--- src/rtl/slat_pkg.sv ---
`timescale 1ns / 1ps

package slat_pkg;

  // S-box word width; one parity cell per bit
  localparam int VAL_W   = 8;
  localparam int SIZE_W  = 9;
  localparam int COUNT_W = 9;

  localparam logic [SIZE_W-1:0] SIZE_RESET = 9'd256;

  // s_tuser codes
  localparam logic FUNC_LOAD  = 1'b0;
  localparam logic FUNC_QUERY = 1'b1;

  // one S-box input walking down the parity chain
  typedef struct packed {
    logic             valid;
    logic             last;   // final token of the query
    logic             cnt;    // token takes part in the count
    logic [VAL_W-1:0] x;      // S-box input i
    logic [VAL_W-1:0] y;      // S-box output S[i]
    logic             par;    // running parity of masked x and y bits
  } slat_tok_t;

endpackage

--- src/rtl/slat_cell.sv ---
`timescale 1ns / 1ps

module slat_cell
  import slat_pkg::*;
#(
  parameter int BIT = 0
) (
  input  logic      clk,
  input  logic      rst,
  input  logic      mask_load,
  input  logic      mask_x_bit,
  input  logic      mask_y_bit,
  input  slat_tok_t tok_in,
  output slat_tok_t tok_out
);

  logic      mx;
  logic      my;
  slat_tok_t tok;

  always_ff @(posedge clk) begin
    if (mask_load) begin
      mx <= mask_x_bit;
      my <= mask_y_bit;
    end
  end

  // fold this cell's bit of both masked words into the parity
  always_ff @(posedge clk) begin
    if (rst) begin
      tok.valid <= 1'b0;
    end else begin
      tok.valid <= tok_in.valid;
    end
    tok.last <= tok_in.last;
    tok.cnt  <= tok_in.cnt;
    tok.x    <= tok_in.x;
    tok.y    <= tok_in.y;
    tok.par  <= tok_in.par ^ (mx & tok_in.x[BIT]) ^ (my & tok_in.y[BIT]);
  end

  assign tok_out = tok;

endmodule

--- src/rtl/slat_chain.sv ---
`timescale 1ns / 1ps

module slat_chain
  import slat_pkg::*;
(
  input  logic             clk,
  input  logic             rst,
  input  logic             mask_load,
  input  logic [VAL_W-1:0] mask_x,
  input  logic [VAL_W-1:0] mask_y,
  input  slat_tok_t        head,
  output slat_tok_t        tail
);

  slat_tok_t link [VAL_W+1];

  assign link[0] = head;

  for (genvar k = 0; k < VAL_W; k++) begin : g_cell
    slat_cell #(
      .BIT(k)
    ) u_cell (
      .clk       (clk),
      .rst       (rst),
      .mask_load (mask_load),
      .mask_x_bit(mask_x[k]),
      .mask_y_bit(mask_y[k]),
      .tok_in    (link[k]),
      .tok_out   (link[k+1])
    );
  end

  assign tail = link[VAL_W];

endmodule

--- src/rtl/sbox_linear_approximation_table.sv ---
`timescale 1ns / 1ps

// Channel  Dir  Handshake          Payload
// s        in   s_tvalid/s_tready  s_tuser: func; s_tdata: entry_index, entry_value,
//                                  mask_x, mask_y
// m        out  m_tvalid/m_tready  m_tdata: match_count
// cfg      in   cfg_we             cfg_wdata: sbox_size
//
// A load in range writes its table entry on acceptance. A query walks the first
// min(sbox_size, MAX_ENTRIES) entries one per cycle through a single-port read,
// then an 8-cell parity chain; m_tvalid rises after the last token leaves it.
// Reset clears control state and sets sbox_size to 256; table contents stay
// undefined until loaded. s_tready is low during a query and while a finished
// count waits for the output register; loads proceed while a result is held.

module sbox_linear_approximation_table
  import slat_pkg::*;
#(
  parameter int MAX_ENTRIES = 256
) (
  input  logic              clk,
  input  logic              rst,
  input  logic              s_tvalid,
  output logic              s_tready,
  input  logic [31:0]       s_tdata,   // entry_index, entry_value, mask_x, mask_y
  input  logic              s_tuser,   // func
  output logic              m_tvalid,
  input  logic              m_tready,
  output logic [15:0]       m_tdata,   // match_count, zero pad
  input  logic              cfg_we,
  input  logic [SIZE_W-1:0] cfg_wdata
);

  localparam int AW = $clog2(MAX_ENTRIES);
  localparam int NW = $clog2(MAX_ENTRIES + 1);

  typedef enum logic [3:0] {
    ST_IDLE   = 4'b0001,
    ST_WALK   = 4'b0010,
    ST_DRAIN  = 4'b0100,
    ST_FINISH = 4'b1000
  } state_t;

  state_t state;

  logic [SIZE_W-1:0]  sbox_size;
  logic [VAL_W-1:0]   mem [MAX_ENTRIES];
  logic [VAL_W-1:0]   mem_q;
  logic [AW-1:0]      walk_idx;
  logic [NW-1:0]      walk_len;
  logic [NW-1:0]      count;
  logic               iss_valid;
  logic               iss_last;
  logic               iss_cnt;
  logic [VAL_W-1:0]   iss_x;
  logic [COUNT_W-1:0] match_count;
  slat_tok_t          head;
  slat_tok_t          tail;

  logic [VAL_W-1:0] entry_index;
  logic [VAL_W-1:0] entry_value;
  logic [VAL_W-1:0] mask_x;
  logic [VAL_W-1:0] mask_y;
  logic             s_acc;
  logic             load_acc;
  logic             query_acc;
  logic             walk_end;
  logic             out_load;

  assign entry_index = s_tdata[7:0];
  assign entry_value = s_tdata[15:8];
  assign mask_x      = s_tdata[23:16];
  assign mask_y      = s_tdata[31:24];

  assign s_tready  = (state == ST_IDLE);
  assign s_acc     = s_tvalid && s_tready;
  assign load_acc  = s_acc && (s_tuser == FUNC_LOAD);
  assign query_acc = s_acc && (s_tuser == FUNC_QUERY);

  assign out_load  = (state == ST_FINISH) && (!m_tvalid || m_tready);

  // size above the table depth acts as the full depth
  assign walk_len = (sbox_size > SIZE_W'(MAX_ENTRIES)) ? NW'(MAX_ENTRIES) : NW'(sbox_size);
  assign walk_end = (NW'(walk_idx) == walk_len - NW'(1));

  always_ff @(posedge clk) begin
    if (rst) begin
      sbox_size <= SIZE_RESET;
    end else if (cfg_we) begin
      sbox_size <= cfg_wdata;
    end
  end

  // drop loads beyond the table depth
  always_ff @(posedge clk) begin
    if (load_acc && ({1'b0, entry_index} < SIZE_W'(MAX_ENTRIES))) begin
      mem[entry_index[AW-1:0]] <= entry_value;
    end
    mem_q <= mem[walk_idx];
  end

  always_ff @(posedge clk) begin
    if (rst) begin
      state     <= ST_IDLE;
      iss_valid <= 1'b0;
      walk_idx  <= '0;
      m_tvalid  <= 1'b0;
    end else begin
      if (out_load) begin
        m_tvalid <= 1'b1;
      end else if (m_tready) begin
        m_tvalid <= 1'b0;
      end
      case (state)
        ST_IDLE: begin
          walk_idx  <= '0;
          // empty walk: one dummy token carries the zero count through
          iss_valid <= query_acc && (walk_len == '0);
          if (query_acc) begin
            if (walk_len == '0) begin
              state <= ST_DRAIN;
            end else begin
              state <= ST_WALK;
            end
          end
        end
        ST_WALK: begin
          iss_valid <= 1'b1;
          walk_idx  <= walk_idx + AW'(1);
          if (walk_end) begin
            state <= ST_DRAIN;
          end
        end
        ST_DRAIN: begin
          iss_valid <= 1'b0;
          if (tail.valid && tail.last) begin
            state <= ST_FINISH;
          end
        end
        ST_FINISH: begin
          iss_valid <= 1'b0;
          if (out_load) begin
            state <= ST_IDLE;
          end
        end
        default: begin
          iss_valid <= 1'b0;
          state     <= ST_IDLE;
        end
      endcase
    end
  end

  always_ff @(posedge clk) begin
    if (state == ST_IDLE) begin
      iss_last <= 1'b1;
      iss_cnt  <= 1'b0;
      iss_x    <= '0;
    end else begin
      iss_last <= walk_end;
      iss_cnt  <= 1'b1;
      iss_x    <= VAL_W'(walk_idx);
    end
  end

  always_ff @(posedge clk) begin
    if (query_acc) begin
      count <= '0;
    end else if (tail.valid && tail.cnt && !tail.par) begin
      count <= count + NW'(1);
    end
  end

  assign match_count = COUNT_W'(count);

  always_ff @(posedge clk) begin
    if (out_load) begin
      m_tdata <= {{(16 - COUNT_W){1'b0}}, match_count};
    end
  end

  always_comb begin
    head.valid = iss_valid;
    head.last  = iss_last;
    head.cnt   = iss_cnt;
    head.x     = iss_x;
    head.y     = mem_q;
    head.par   = 1'b0;
  end

  slat_chain u_chain (
    .clk      (clk),
    .rst      (rst),
    .mask_load(query_acc),
    .mask_x   (mask_x),
    .mask_y   (mask_y),
    .head     (head),
    .tail     (tail)
  );

  a_query_starts: assert property (@(posedge clk) disable iff (rst)
    query_acc |=> (state == ST_WALK || state == ST_DRAIN))
    else $error("query did not start a walk");

  a_last_in_drain: assert property (@(posedge clk) disable iff (rst)
    (tail.valid && tail.last) |-> (state == ST_DRAIN))
    else $error("final token left the chain outside drain");

  a_count_bound: assert property (@(posedge clk) disable iff (rst)
    (state == ST_FINISH) |-> (count <= walk_len))
    else $error("count exceeds walk length");

  a_idle_empty: assert property (@(posedge clk) disable iff (rst)
    (state == ST_IDLE) |-> (!tail.valid && !iss_valid))
    else $error("tokens in flight while idle");

endmodule

--- config.mk ---
export PLATFORM = sky130hd
export DESIGN_NAME = sbox_linear_approximation_table
export DESIGN_NICKNAME = d
export VERILOG_FILES = /design/src/rtl/slat_pkg.sv /design/src/rtl/slat_cell.sv /design/src/rtl/slat_chain.sv /design/src/rtl/sbox_linear_approximation_table.sv
export SDC_FILE = /design/constraint.sdc
export NUM_CORES = 2
export LEC_CHECK = 0
export ABC_CLOCK_PERIOD_IN_PS = 6200
export BUFFER_PORTS_ARGS = -buffer_cell sky130_fd_sc_hd__clkbuf_2
export CAP_MARGIN = 30
export CORE_UTILIZATION = 45
export CTS_CLUSTER_SIZE = 30
export DETAILED_ROUTE_END_ITERATION = 16
export GPL_TIMING_DRIVEN = 0
export PLACE_DENSITY = 0.56
export SLEW_MARGIN = 20
export SYNTH_ARGS = -nofsm -noshare
export SYNTH_HDL_FRONTEND = slang
export SYNTH_HIERARCHICAL = 1
export SYNTH_SLANG_ARGS = --single-unit
--- constraint.sdc ---
create_clock -name clk -period 6.2 [get_ports clk]
set_clock_uncertainty 0.15 [all_clocks]
set_input_delay 1.24 -clock clk [delete_from_list [all_inputs] [get_ports clk]]
set_output_delay 1.24 -clock clk [all_outputs]
set_load 0.005 [all_outputs]
Yosys cells after proc, flatten, opt, wreduce, memory -nomap -nowiden --
Memories as Yosys holds them, arrays and structs flattened. A register that Yosys moved wholly into a read port is not among the register bits. Cells that the tools add are included.
Storage, ports and cells: RAM bits 2048, register bits 211, input bits 47, output and inout port bits 18, memories kept 1, logic and storage cells 147
Memories:
- mem | depth 256, bits a word 8, rd ports 1, clocked after Yosys merged registers in 1, wr ports 1, RTL line sbox_linear_approximation_table.sv:47 | logic [VAL_W-1:0] mem [MAX_ENTRIES];
Operators by class: $add $sub $neg 3, equal/unequal tests 9, mux-type cells 14, bitwise operators 32, order comparisons 1, reductions and logical operators 15
Operators with widths (count):
- $and A1 B1 Y1 | 16
- $mux W4 | 4
- $pmux W4 S4 | 1
- $pmux W8 S2 | 1
- $xor A1 B1 Y1 | 15
- $add A9 B1 Y9 const B | 1
- $eq A8 B9 Y1 | 1
- $gt A9 B9 Y1 const B | 1
- $logic_not A9 Y1 | 1
- $mux W9 | 1
- $sub A9 B1 Y9 const B | 1
- $add A8 B1 Y8 const B | 1
- $logic_and A1 B1 Y1 | 8
- $ne A2 B2 Y1 const B | 3
- $mux W1 | 5
- $eq A4 B1 Y1 const B | 1
- $eq A4 B2 Y1 const B | 1
- $eq A4 B3 Y1 const B | 1
- $eq A4 B4 Y1 const B | 1
- $reduce_and A4 Y1 | 1
- $reduce_bool A2 Y1 | 2
- $mux W3 | 1
- $logic_not A1 Y1 | 2
- $ne A2 B1 Y1 const B | 1
- 3 further kinds | 3

Logic depth before layout (Yosys ltp) --
depth in word-level cells 6, gate-level depth with buffers 11, mapped depth without buffers 9

Hierarchy --
The synthesis kept the hierarchy.
By module, submodules not included:
- sbox_linear_approximation_table | sequential area each 62770.2 um2, times used 1, cells an instance 3967, area each 81991.1 um2
- slat_cell | sequential area each 460.4 um2, times used 8, cells an instance 26, area each 498.0 um2

Least setup slack after synthesis --
OpenSTA, ideal clock, no wires.
path kind input-to-reg, start point in s_tuser, end point mem mem[180][0], enable pin, buffers on the path 1, stages on the path 5, data required time 5.680 ns, data arrival time 2.492 ns, slack 3.188 ns, setup time 0.370 ns, path through nand3b_2 > nor3_2 > nand3_1 > buf_2 > nor2_1
On the way: longest elaborated chain between the ends 4
RTL lines:
- start: declaration | RTL line sbox_linear_approximation_table.sv:26 | input logic s_tuser,
- $not A1 Y1 | RTL line sbox_linear_approximation_table.sv:77 | assign load_acc = s_acc && (s_tuser == FUNC_LOAD);
- $logic_and A1 B1 Y1 | RTL line sbox_linear_approximation_table.sv:77
- $mux W1 | RTL line sbox_linear_approximation_table.sv:96 | if (load_acc && ({1'b0, entry_index} < SIZE_W'(MAX_ENTRIES))) begin
- $mux W1 (implied by the code) | RTL line sbox_linear_approximation_table.sv:97 | mem[entry_index[AW-1:0]] <= entry_value;
- end: declaration | RTL line sbox_linear_approximation_table.sv:47
No other way between the ends.

==> results.toml <==
[cells_and_area]
n_fill_cell = 14600
drive_gt1_share_pct = 22.5
area_growth_pct = 14.4
design_area_um2 = 96700
nNetsFinal = 4519

[run]
maxCapViolCount = 0

[cts]
cts_resized = 0
post_cts_buffers = 0
holdBufCountCts = 0
numCtsBuffers = 220
insertion_delay_ns = 0.87
cts.clk_slew.worst_paths_ns = 0.06
cts_root_buffer = "clkbuf_16"
cts.sinks = 2211
cts_max_path_buffers = 3
cts_tree = "yes"
htreeDepth = 4

[sta]
setup_viol = 0
fmax_mhz = 183
post-route-min-period_ns = 5.45
holdWs_ns = 0.170
setup_slack_ns = 0.748
slew_viol_final = 0
worst_slew_pin_slew_ns = 1.16
maxSlewHeadroom_pct = 22.4
hold_viol = 0
period_share_pct = 87.9
rsz0062_at_grt = "false"

[grt]
first_global_vias = 43700
grt-ovfl-total = 0
antenna_found_initial = 17
grt_max_degree = 118
grt_first_pass_wirelength_mm = 375
grtUsageTotal_pct = 29.5

[routing]
drc = 0
vias = 45500
detail-route-antenna-nets = 0
vias_per_cell = 6.36
drt_pass1_iterations = 6
drtIter0Drc = 7122
wire_per_inst_um = 39.4
wirelength_mm = 281

[yosys]
ys_warn_count = 6
synthCells = 4103
synth_area_um2 = 84500
syn_area_per_cell_um2 = 20.6

[worst_setup_path]
crit_type = "flip-flop to flip-flop"
required_ns = 6.69
worstPathArrival_ns = 5.94
crit_path_start_kind = "flip-flop"
path_max_fanout = 10
cp-end-kind = "flip-flop"
r2r_cells = 9

[floorplanning]
initial_core_util_pct = 45.4
die_y_um = 435
row_count = 158
die_x_um = 435
io_pins = 65
die-area_um2 = 190000
coreArea_um2 = 186000

[placed_design]
gp_congestion = 0.961
placed_area_um2 = 89300
io_buffers = 56
dp_hpwl_mm = 189
pre_cts_ws_ns = 1.01

[power_and_ir_drop]
power_leakage_nw = 29.8
powerDensity_nw_per_um2 = 326
max-vdd-ir-drop_uv = 343

[outcome]
status = "completed"

[min_path]
min_path_type = "flip-flop to flip-flop"
whs_path_depth = 0
cell type report:
cell class | instances | area [um2] | share of cell area (%)
sequential | 2211 | 65000 | 67.3
clock inverter | 139 | 1380 | 1.43
clock buffer | 276 | 5880 | 6.09
antenna | 9 | 22.5 | 0.0233
inverter | 12 | 45.0 | 0.0466
buffer | 248 | 1700 | 1.76
tap | 2480 | 3100 | 3.21
multi-input combinational | 1639 | 17900 | 18.5
timing repair buffer | 136 | 1660 | 1.72
final timing paths:
path / start / to / slack, ns
max: walk_idx[1]$_SDFFE_PP0P_ / mem_q[4]$_DFF_P_ / 0.75
min: u_chain/g_cell[0].u_cell/tok_out[18]$_DFF_P_ / u_chain/g_cell[1].u_cell/tok_out[18]$_DFF_P_ / 0.17
max reg2reg: walk_idx[1]$_SDFFE_PP0P_ / mem_q[4]$_DFF_P_ / 0.75
min reg2reg: u_chain/g_cell[0].u_cell/tok_out[18]$_DFF_P_ / u_chain/g_cell[1].u_cell/tok_out[18]$_DFF_P_ / 0.17
per-stage QoR:
stage               util, %  total power [mW]  std cells  setup TNS [ns]
floorplan                 -              17.6       4110               0
global placement       47.3              18.4       6646         -122.39
detailed placement     48.0              18.4       6712               0
CTS                    51.9              31.6       7127               0
global route           52.0              32.2       7143               0
finish                 52.0              31.5       7150               0
worst max-delay path, cell delays in order, from the launching register on:
cell and delay, ns:
dfxtp_1 0.49, buf_6 0.28, buf_4 0.27, buf_2 0.45, buf_2 0.64, mux4_2 0.44, a221oi_1 0.79, o22ai_1 0.34
nor3_1 0.98, nor3_1 0.35
per-layer routing:
| metal | track usage, % | share of wire (%) | vias up |
|---|---|---|---|
| met5 | 0.454 | 0.050 | - |
| met4 | 13.6 | 5.1 | 4 |
| met3 | 7.75 | 11 | 547 |
| met2 | 44.8 | 46 | 2837 |
| met1 | 40.1 | 38 | 24300 |
| li1 | - | - | 17800 |
state kept, by name, summed over array words and instances (netlist names), 4 cells and up:
register                       count
count                              9
iss_x                              8
m_tdata                            9
mem                             2048
mem_q                              8
sbox_size                          9
state                              4
u_chain/g_cell.u_cell/mx           8
u_chain/g_cell.u_cell/my           8
u_chain/g_cell.u_cell/tok_out     88
walk_idx                           8
where the power goes:
part / leakage, nW / internal (mW) / switching (mW)
combinational: 6.50 / 0.547 / 1.02
sequential: 19.8 / 16.5 / 0.0489
clock: 3.55 / 7.58 / 5.87
cell usage in the layout, fill, tap and decap left out, types with 58 or more instances in the layout:
| cell type | n |
|---|---|
| dfxtp_1 | 138 |
| clkbuf_1 | 120 |
| buf_2 | 58 |
| nor2_1 | 318 |
| a21oi_1 | 117 |
| mux2i_1 | 138 |
| edfxtp_1 | 2073 |
| a22oi_1 | 151 |
| mux4_2 | 396 |
| clkbuf_16 | 225 |
| clkbuf_2 | 83 |
| nand2_1 | 73 |
Note: power is estimated with default switching activity, not from simulation.
